`src/hdl/tfb_pkg.sv`:
```
`timescale 1ns / 1ps
// ----------------------------------------------------------------------------
// tfb_pkg
// Types, constants and saturation helpers shared by the tilt balance filter.
// ----------------------------------------------------------------------------
package tfb_pkg;

    localparam int DRIVE_LIMIT     = 4800;
    localparam int DRIVE_FIELD_MAX = 8191;
    localparam int DRIVE_LIM_EFF   = (DRIVE_LIMIT < DRIVE_FIELD_MAX) ?
                                     DRIVE_LIMIT : DRIVE_FIELD_MAX;

    localparam int OPND_W    = 39;
    localparam int GAIN_W    = 24;
    localparam int DIG_W     = 8;
    localparam int DIGITS    = GAIN_W / DIG_W;
    localparam int CNT_W     = $clog2(DIGITS);
    localparam int HI_W      = OPND_W + 1;
    localparam int PROD_W    = HI_W + GAIN_W;
    localparam int PP_W      = OPND_W + DIG_W + 1;
    localparam int INTG_W    = 48;
    localparam int RATE_W    = 41;
    localparam int CFG_IDX_W = 4;
    localparam int CFG_DAT_W = 24;

    typedef enum logic [CFG_IDX_W-1:0] {
        REG_TILT_OFFSET = 4'd0,
        REG_TILT_GAIN   = 4'd1,
        REG_RATE_OFFSET = 4'd2,
        REG_RATE_GAIN   = 4'd3,
        REG_CORR_GAIN   = 4'd4,
        REG_STEP_GAIN   = 4'd5,
        REG_P_GAIN      = 4'd6,
        REG_D_GAIN      = 4'd7
    } reg_idx_t;

    typedef enum logic [2:0] {
        ST_IDLE,
        ST_MUL_GAIN,
        ST_MUL_CORR,
        ST_MUL_STEP,
        ST_FINISH
    } state_t;

    typedef struct packed {
        logic signed [15:0] tilt_sample;
        logic signed [15:0] rate_sample;
    } in_item_t;

    typedef struct packed {
        logic signed [13:0] drive;
        logic signed [15:0] filtered_angle;
        logic signed [15:0] scaled_rate;
        logic               drive_clamped;
    } out_item_t;

    typedef struct packed {
        logic busy;
        logic done;
    } mul_stat_t;

    function automatic logic signed [OPND_W-1:0] sat39(input logic signed [63:0] x);
        if (x[63:OPND_W-1] == {(64-OPND_W+1){x[63]}}) begin
            return x[OPND_W-1:0];
        end else if (x[63]) begin
            return {1'b1, {(OPND_W-1){1'b0}}};
        end else begin
            return {1'b0, {(OPND_W-1){1'b1}}};
        end
    endfunction

    function automatic logic signed [INTG_W-1:0] sat48(input logic signed [63:0] x);
        if (x[63:INTG_W-1] == {(64-INTG_W+1){x[63]}}) begin
            return x[INTG_W-1:0];
        end else if (x[63]) begin
            return {1'b1, {(INTG_W-1){1'b0}}};
        end else begin
            return {1'b0, {(INTG_W-1){1'b1}}};
        end
    endfunction

    function automatic logic signed [15:0] sat16(input logic signed [63:0] x);
        if (x[63:15] == {49{x[63]}}) begin
            return x[15:0];
        end else if (x[63]) begin
            return 16'sh8000;
        end else begin
            return 16'sh7fff;
        end
    endfunction

endpackage

```
`src/hdl/tfb_digit_mul.sv`:
```
`timescale 1ns / 1ps
// ----------------------------------------------------------------------------
// tfb_digit_mul
// Digit-serial signed multiplier: 39-bit operand times 24-bit gain, one
// 8-bit gain digit per cycle, LSB first, low product bits shifted out.
// ----------------------------------------------------------------------------
module tfb_digit_mul (
    input  logic                                aclk,
    input  logic                                aresetn,
    input  logic                                start,
    input  logic signed [tfb_pkg::OPND_W-1:0]   a,
    input  logic signed [tfb_pkg::GAIN_W-1:0]   b,
    output tfb_pkg::mul_stat_t                  stat,
    output logic signed [tfb_pkg::PROD_W-1:0]   prod
);
    import tfb_pkg::*;

    logic signed [OPND_W-1:0] a_reg;
    logic        [GAIN_W-1:0] b_reg, b_next;
    logic signed [HI_W-1:0]   hi_reg, hi_next;
    logic        [GAIN_W-1:0] lo_reg, lo_next;
    logic        [CNT_W-1:0]  cnt_reg;
    logic                     busy_reg, done_reg;
    logic                     last;
    logic signed [DIG_W:0]    dig;
    logic signed [PP_W-1:0]   pp;
    logic signed [PP_W-1:0]   acc;

    assign last = (cnt_reg == CNT_W'(DIGITS - 1));

    always_comb begin
        // top digit carries the sign of the gain
        if (last) begin
            dig = {b_reg[DIG_W-1], b_reg[DIG_W-1:0]};
        end else begin
            dig = {1'b0, b_reg[DIG_W-1:0]};
        end
        pp      = a_reg * dig;
        acc     = {{(PP_W-HI_W){hi_reg[HI_W-1]}}, hi_reg} + pp;
        hi_next = acc[PP_W-1:DIG_W];
        lo_next = {acc[DIG_W-1:0], lo_reg[GAIN_W-1:DIG_W]};
        b_next  = {{DIG_W{1'b0}}, b_reg[GAIN_W-1:DIG_W]};
    end

    always_ff @(posedge aclk) begin
        if (!aresetn) begin
            busy_reg <= 1'b0;
            done_reg <= 1'b0;
            cnt_reg  <= '0;
        end else if (start) begin
            busy_reg <= 1'b1;
            done_reg <= 1'b0;
            cnt_reg  <= '0;
        end else if (busy_reg) begin
            cnt_reg <= cnt_reg + CNT_W'(1);
            if (last) begin
                busy_reg <= 1'b0;
                done_reg <= 1'b1;
            end
        end
    end

    always_ff @(posedge aclk) begin
        if (start) begin
            a_reg  <= a;
            b_reg  <= b;
            hi_reg <= '0;
            lo_reg <= '0;
        end else if (busy_reg) begin
            b_reg  <= b_next;
            hi_reg <= hi_next;
            lo_reg <= lo_next;
        end
    end

    assign stat.busy = busy_reg;
    assign stat.done = done_reg;
    assign prod      = {hi_reg, lo_reg};

endmodule

```
`src/hdl/tilt_filter_balance_pd.sv`:
```
`timescale 1ns / 1ps
// ----------------------------------------------------------------------------
// tilt_filter_balance_pd
// Complementary tilt filter with PD balance law, digit-serial arithmetic.
// ----------------------------------------------------------------------------
// s_ (valid/ready) takes one beat per control period: tilt and rate sample.
// m_ (valid/ready) returns one beat per input: drive, filtered angle,
// scaled rate and clamp flag.
// cfg_ (valid/ready) writes gain/offset registers by index 0..7; other
// indexes are dropped. cfg_ready is always high.
// A new input is taken only in the idle state, after the last result is
// done. Each input takes three passes through a pair of digit-serial
// multipliers, each pass three 8-bit gain digits plus a turnaround.
// A finished result sits in the output register; a new input is taken
// while it waits. If the receiver still stalls when the next result is
// done, the block holds in its last state and takes no input.
// Reset clears the angle integral, loads the register defaults and
// empties the output register.
// ----------------------------------------------------------------------------
module tilt_filter_balance_pd (
    input  logic                                  aclk,
    input  logic                                  aresetn,
    input  logic                                  s_valid,
    output logic                                  s_ready,
    input  tfb_pkg::in_item_t                     s_data,
    output logic                                  m_valid,
    input  logic                                  m_ready,
    output tfb_pkg::out_item_t                    m_data,
    input  logic                                  cfg_valid,
    output logic                                  cfg_ready,
    input  logic [tfb_pkg::CFG_IDX_W-1:0]         cfg_index,
    input  logic [tfb_pkg::CFG_DAT_W-1:0]         cfg_data
);
    import tfb_pkg::*;

    localparam logic signed [31:0] LIM_POS = 32'(DRIVE_LIM_EFF);
    localparam logic signed [31:0] LIM_NEG = -LIM_POS;

    logic signed [15:0]       tilt_off_reg, rate_off_reg;
    logic signed [GAIN_W-1:0] tilt_gain_reg, rate_gain_reg, corr_gain_reg;
    logic        [22:0]       step_gain_reg;
    logic signed [GAIN_W-1:0] p_gain_reg, d_gain_reg;

    state_t                   state_reg, state_next;
    logic signed [INTG_W-1:0] intg_reg, intg_next;
    logic signed [RATE_W-1:0] rate_reg, rate_next;
    logic signed [15:0]       filt_reg, filt_next;
    logic signed [63:0]       pd_reg, pd_next;
    out_item_t                out_reg, out_next;
    logic                     m_valid_reg, m_valid_next;

    logic                     mul_start;
    logic signed [OPND_W-1:0] a0, a1;
    logic signed [GAIN_W-1:0] b0, b1;
    mul_stat_t                stat0, stat1;
    logic signed [PROD_W-1:0] prod0, prod1;

    logic signed [16:0]       dt, dr;
    logic signed [63:0]       intg_ext, rate_ext, p0_ext, p1_ext, p0_shr;
    logic signed [31:0]       raw;
    logic                     load_out;

    assign cfg_ready = 1'b1;

    always_ff @(posedge aclk) begin
        if (!aresetn) begin
            tilt_off_reg  <= 16'sd150;
            tilt_gain_reg <= 24'sd65536;
            rate_off_reg  <= 16'sd0;
            rate_gain_reg <= 24'sd114688;
            corr_gain_reg <= 24'sd32768;
            step_gain_reg <= 23'd655;
            p_gain_reg    <= -24'sd42598;
            d_gain_reg    <= -24'sd1016;
        end else if (cfg_valid && cfg_ready) begin
            unique case (reg_idx_t'(cfg_index))
                REG_TILT_OFFSET: tilt_off_reg  <= cfg_data[15:0];
                REG_TILT_GAIN:   tilt_gain_reg <= cfg_data;
                REG_RATE_OFFSET: rate_off_reg  <= cfg_data[15:0];
                REG_RATE_GAIN:   rate_gain_reg <= cfg_data;
                REG_CORR_GAIN:   corr_gain_reg <= cfg_data;
                REG_STEP_GAIN:   step_gain_reg <= cfg_data[22:0];
                REG_P_GAIN:      p_gain_reg    <= cfg_data;
                REG_D_GAIN:      d_gain_reg    <= cfg_data;
                default: ;
            endcase
        end
    end

    tfb_digit_mul u_mul0 (
        .aclk    (aclk),
        .aresetn (aresetn),
        .start   (mul_start),
        .a       (a0),
        .b       (b0),
        .stat    (stat0),
        .prod    (prod0)
    );

    tfb_digit_mul u_mul1 (
        .aclk    (aclk),
        .aresetn (aresetn),
        .start   (mul_start),
        .a       (a1),
        .b       (b1),
        .stat    (stat1),
        .prod    (prod1)
    );

    always_comb begin
        dt       = {s_data.tilt_sample[15], s_data.tilt_sample}
                   - {tilt_off_reg[15], tilt_off_reg};
        dr       = {s_data.rate_sample[15], s_data.rate_sample}
                   - {rate_off_reg[15], rate_off_reg};
        intg_ext = {{(64-INTG_W){intg_reg[INTG_W-1]}}, intg_reg};
        rate_ext = {{(64-RATE_W){rate_reg[RATE_W-1]}}, rate_reg};
        p0_ext   = prod0;
        p1_ext   = prod1;
        p0_shr   = p0_ext >>> 16;
        raw      = pd_reg[63:32];

        out_next.filtered_angle = filt_reg;
        out_next.scaled_rate    = sat16(rate_ext >>> 16);
        if (raw > LIM_POS) begin
            out_next.drive         = LIM_POS[13:0];
            out_next.drive_clamped = 1'b1;
        end else if (raw < LIM_NEG) begin
            out_next.drive         = LIM_NEG[13:0];
            out_next.drive_clamped = 1'b1;
        end else begin
            out_next.drive         = raw[13:0];
            out_next.drive_clamped = 1'b0;
        end
    end

    always_comb begin
        state_next = state_reg;
        intg_next  = intg_reg;
        rate_next  = rate_reg;
        filt_next  = filt_reg;
        pd_next    = pd_reg;
        mul_start  = 1'b0;
        a0         = '0;
        a1         = '0;
        b0         = '0;
        b1         = '0;
        s_ready    = 1'b0;
        load_out   = 1'b0;

        unique case (state_reg)
            ST_IDLE: begin
                s_ready = 1'b1;
                a0      = {{(OPND_W-17){dt[16]}}, dt};
                b0      = tilt_gain_reg;
                a1      = {{(OPND_W-17){dr[16]}}, dr};
                b1      = rate_gain_reg;
                if (s_valid) begin
                    mul_start  = 1'b1;
                    state_next = ST_MUL_GAIN;
                end
            end
            ST_MUL_GAIN: begin
                a0 = sat39(p0_ext - intg_ext);
                b0 = corr_gain_reg;
                a1 = sat39(intg_ext);
                b1 = p_gain_reg;
                if (stat0.done) begin
                    rate_next  = prod1[RATE_W-1:0];
                    filt_next  = sat16(intg_ext >>> 16);
                    mul_start  = 1'b1;
                    state_next = ST_MUL_CORR;
                end
            end
            ST_MUL_CORR: begin
                a0 = sat39(rate_ext + p0_shr);
                b0 = {1'b0, step_gain_reg};
                a1 = sat39(rate_ext);
                b1 = d_gain_reg;
                if (stat0.done) begin
                    pd_next    = p1_ext;
                    mul_start  = 1'b1;
                    state_next = ST_MUL_STEP;
                end
            end
            ST_MUL_STEP: begin
                if (stat0.done) begin
                    intg_next  = sat48(intg_ext + p0_shr);
                    pd_next    = -pd_reg - p1_ext;
                    state_next = ST_FINISH;
                end
            end
            ST_FINISH: begin
                if (!m_valid_reg || m_ready) begin
                    load_out   = 1'b1;
                    state_next = ST_IDLE;
                end
            end
            default: state_next = ST_IDLE;
        endcase

        if (load_out) begin
            m_valid_next = 1'b1;
        end else if (m_ready) begin
            m_valid_next = 1'b0;
        end else begin
            m_valid_next = m_valid_reg;
        end
    end

    always_ff @(posedge aclk) begin
        if (!aresetn) begin
            state_reg   <= ST_IDLE;
            intg_reg    <= '0;
            m_valid_reg <= 1'b0;
        end else begin
            state_reg   <= state_next;
            intg_reg    <= intg_next;
            m_valid_reg <= m_valid_next;
        end
    end

    always_ff @(posedge aclk) begin
        rate_reg <= rate_next;
        filt_reg <= filt_next;
        pd_reg   <= pd_next;
        if (load_out) begin
            out_reg <= out_next;
        end
    end

    assign m_valid = m_valid_reg;
    assign m_data  = out_reg;

    // both multipliers are always launched together
    a_mul_lockstep: assert property (@(posedge aclk) disable iff (!aresetn)
        (stat0.done == stat1.done) && (stat0.busy == stat1.busy))
        else $error("multiplier pair out of step");

    a_accept_starts: assert property (@(posedge aclk) disable iff (!aresetn)
        (s_valid && s_ready) |=> (stat0.busy && state_reg == ST_MUL_GAIN))
        else $error("accepted beat did not start the multipliers");

    a_ready_idle: assert property (@(posedge aclk) disable iff (!aresetn)
        s_ready |-> !stat0.busy)
        else $error("input ready while multiplier busy");

    a_drive_range: assert property (@(posedge aclk) disable iff (!aresetn)
        m_valid |-> (32'(m_data.drive) <= LIM_POS && 32'(m_data.drive) >= LIM_NEG))
        else $error("drive outside limit");

    a_clamp_flag: assert property (@(posedge aclk) disable iff (!aresetn)
        (m_valid && m_data.drive_clamped) |->
            (32'(m_data.drive) == LIM_POS || 32'(m_data.drive) == LIM_NEG))
        else $error("clamp flag without drive at limit");

endmodule
```
`config.mk`:
```
export PLATFORM = sky130hd
export DESIGN_NAME = tilt_filter_balance_pd
export DESIGN_NICKNAME = d
export VERILOG_FILES = /design/src/hdl/tfb_pkg.sv /design/src/hdl/tfb_digit_mul.sv /design/src/hdl/tilt_filter_balance_pd.sv
export SDC_FILE = /design/constraint.sdc
export NUM_CORES = 2
export LEC_CHECK = 0
export BUFFER_PORTS_ARGS = -buffer_cell sky130_fd_sc_hd__buf_2
export CAP_MARGIN = 5
export CORE_MARGIN = 2
export CORE_UTILIZATION = 59
export CTS_CLUSTER_SIZE = 24
export DETAILED_ROUTE_END_ITERATION = 8
export PLACE_DENSITY = 0.78
export SETUP_SLACK_MARGIN = 0.4
export SKIP_CTS_REPAIR_TIMING = 1
export SYNTH_ARGS = -nofsm -noshare
export SYNTH_HDL_FRONTEND = slang
export SYNTH_HIERARCHICAL = 1
export SYNTH_SLANG_ARGS = --single-unit
```
`constraint.sdc`:
```
create_clock -name aclk -period 7.1 [get_ports aclk]
set_input_delay 0 -clock aclk [delete_from_list [all_inputs] [get_ports aclk]]
set_output_delay 0 -clock aclk [all_outputs]
set_load 0.03 [all_outputs]
```
==> impl_results.md <==
- Status: finished clean
- Fillers: 9646
- Max-cap violations: 0
- GR Util All Layers: 34.2%
- Sink Count: 656
- Syn Area/Cell: between 8 and 9 µm²
- Met3 routed WL: between 15000 and 20000 µm
- Antenna Violating Nets Remaining: 0
- IO buf count: roughly 110
- Setup CP Type: reg2reg
- Total Routed Length: 207000 µm
- Die area: roughly 120000 µm²
- Non-filler cells, final: between 9000 and 10000
- Clock root cell: clkbuf_16
- Flop-to-flop setup slack: 0.64 ns
- Fin nets: slightly above 9000
- Register area: roughly 16000 µm²
- RSZ-0062 raised after global routing: no
- Number of global-route vias before repair: between 50000 and 60000
- Worst r2r src: u_mul1/cnt_reg[0]
- Finished Core Util: between 60% and 70%
- Core area: around 120000 µm²
- IO Pins: 115
- Maximum root-to-sink buffer count: 3
- Std-Cell Rows: around 130
- Crit path capture type: flip-flop
- Max reg flops: 64
- Syn_nets: between 9000 and 10000
- Wl on met1: approximately 87000 µm
- Final Hold Viols: 0
- Final Skew: ~0.038 ns
- Starting Density: 59.3%
- Clock latency on the worst-skew pair: around 0.7 ns
- Critical path destination: u_mul1/hi_reg[39]
- Vias: slightly below 60000
- HP Class: in2reg
- Final TNS setup: 0 ns
- Worst r2r dst: u_mul1/hi_reg[39]
- Met2 wire length: between 90000 and 100000 µm
- Post-detail-place hpwl: ~160000 µm
- Share of cells above drive strength 1: about 5.8%
- Worst reg2reg path depth: 23
- Hold_ws: about 0.025 ns
- Total CTS buffers: 75
- Placed Cells: 9339
- CP startpoint kind: flip-flop
- Crit-path max FO: 40
- Clock Pin Slew Worst Setup and Hold Paths: 0.06 ns
- Syn. warnings: 6
- CP startpoint: u_mul1/cnt_reg[0]
- DR vias/cell: around 6
- Multi-input logic area: ~47000 µm²
- Total gr overflow: 0
- Rel. slew slack: a little under a fifth
- Crit path time final: roughly 6.5 ns
- First-pass GRT wire length: 316000 µm
- Mapped Cells: between 8000 and 9000
- Post-synthesis cell area: between 60000 and 70000 µm²
- Die Height: 345 µm
- Iter 0 DRT Violations: about 6300
- Uppermost layer routed: met5
- Max-slew violation count: 0
- Gpl congestion: between 1 and 1.5
- Chip width: 345 µm
- P&R area growth vs syn: 6.88%
- Post-route DRC: 0
- Critical Path RT: between 7 and 8 ns
- Arr. time, crit path: 7.04 ns
- Routed wire per std cell: 21.8 µm
- F_max: about 0.15 GHz
- Fin crit share: roughly 91%
- H-tree depth: 3
- Final setup vio count: 0
- Initial antenna violation count: 7
- Worst-Margin Slew: approximately 1.2 ns
- First drt pass iteration count: 9
- CTS tree: yes
- Largest net degree at the start of global routing: 92
==> worst max-delay path, stage by stage, from the launching register on <==
cell	delay [ns]
dfxtp_1	0.32
inv_1	0.06
ha_1	0.18
nand2_1	0.10
buf_12	0.18
or2_2	0.30
fa_1	0.50
fa_1	0.55
inv_1	0.06
fa_1	0.51
fa_1	0.55
inv_1	0.06
fa_1	0.53
inv_1	0.04
ha_1	0.37
o21ai_0	0.13
a21oi_1	0.23
nand3_1	0.16
o21ai_1	0.43
a21oi_4	0.16
o31ai_4	0.38
nand3_1	0.16
a211o_1	0.32
o31ai_1	0.07
==> area by class of cell <==
cell class	instances	area share, %
clock buffer	94	2.84
inverter	1083	5.55
tap	1524	2.60
clock inverter	46	0.840
timing repair buffer	237	2.22
sequential	656	21.9
multi-input combinational	5881	64.0
antenna	5	0.0171
==> metal layers <==
metal,vias up,track usage (%)
met5,-,0
met4,6,13.8
met1,28100,47.6
met2,2776,52.8
li1,26600,-
met3,470,6.18
==> how the worst min path moves through the flow <==
stage | start | end | slack (ns) | depth (start not counted)
after floorplan | aresetn | u_mul1/busy_reg | 0.12 | 1
after global placement | cfg_data[23] | d_gain_reg[23] | 0.29 | 3
after detailed placement | cfg_data[23] | tilt_gain_reg[23] | 0.30 | 3
after CTS | cfg_data[23] | tilt_gain_reg[23] | -0.43 | 3
after global routing | s_data[5] | u_mul1/a_reg[5] | 0.06 | 4
final | s_data[5] | u_mul1/a_reg[5] | 0.03 | 4
==> placed cells by master, fill, tap and decap left out, types with 170 or more instances in the layout <==
cell / n
a21oi_1: 643
fa_1: 652
and2_1: 371
nor2_1: 507
dfxtp_1: 357
ha_1: 532
xnor2_1: 170
inv_1: 1080
edfxtp_1: 294
nand2_1: 1015
o21ai_0: 378
==> through the flow <==
step	worst slack [ns]	area, µm²
floorplan	0.491	68600
global placement	0.760	70200
detailed placement	0.650	70200
CTS	0.615	72900
global route	0.401	73300
finish	0.635	73300
Power is not shown: default switching activity piles up to over one toggle a cycle in this logic, so the estimate is an artifact.
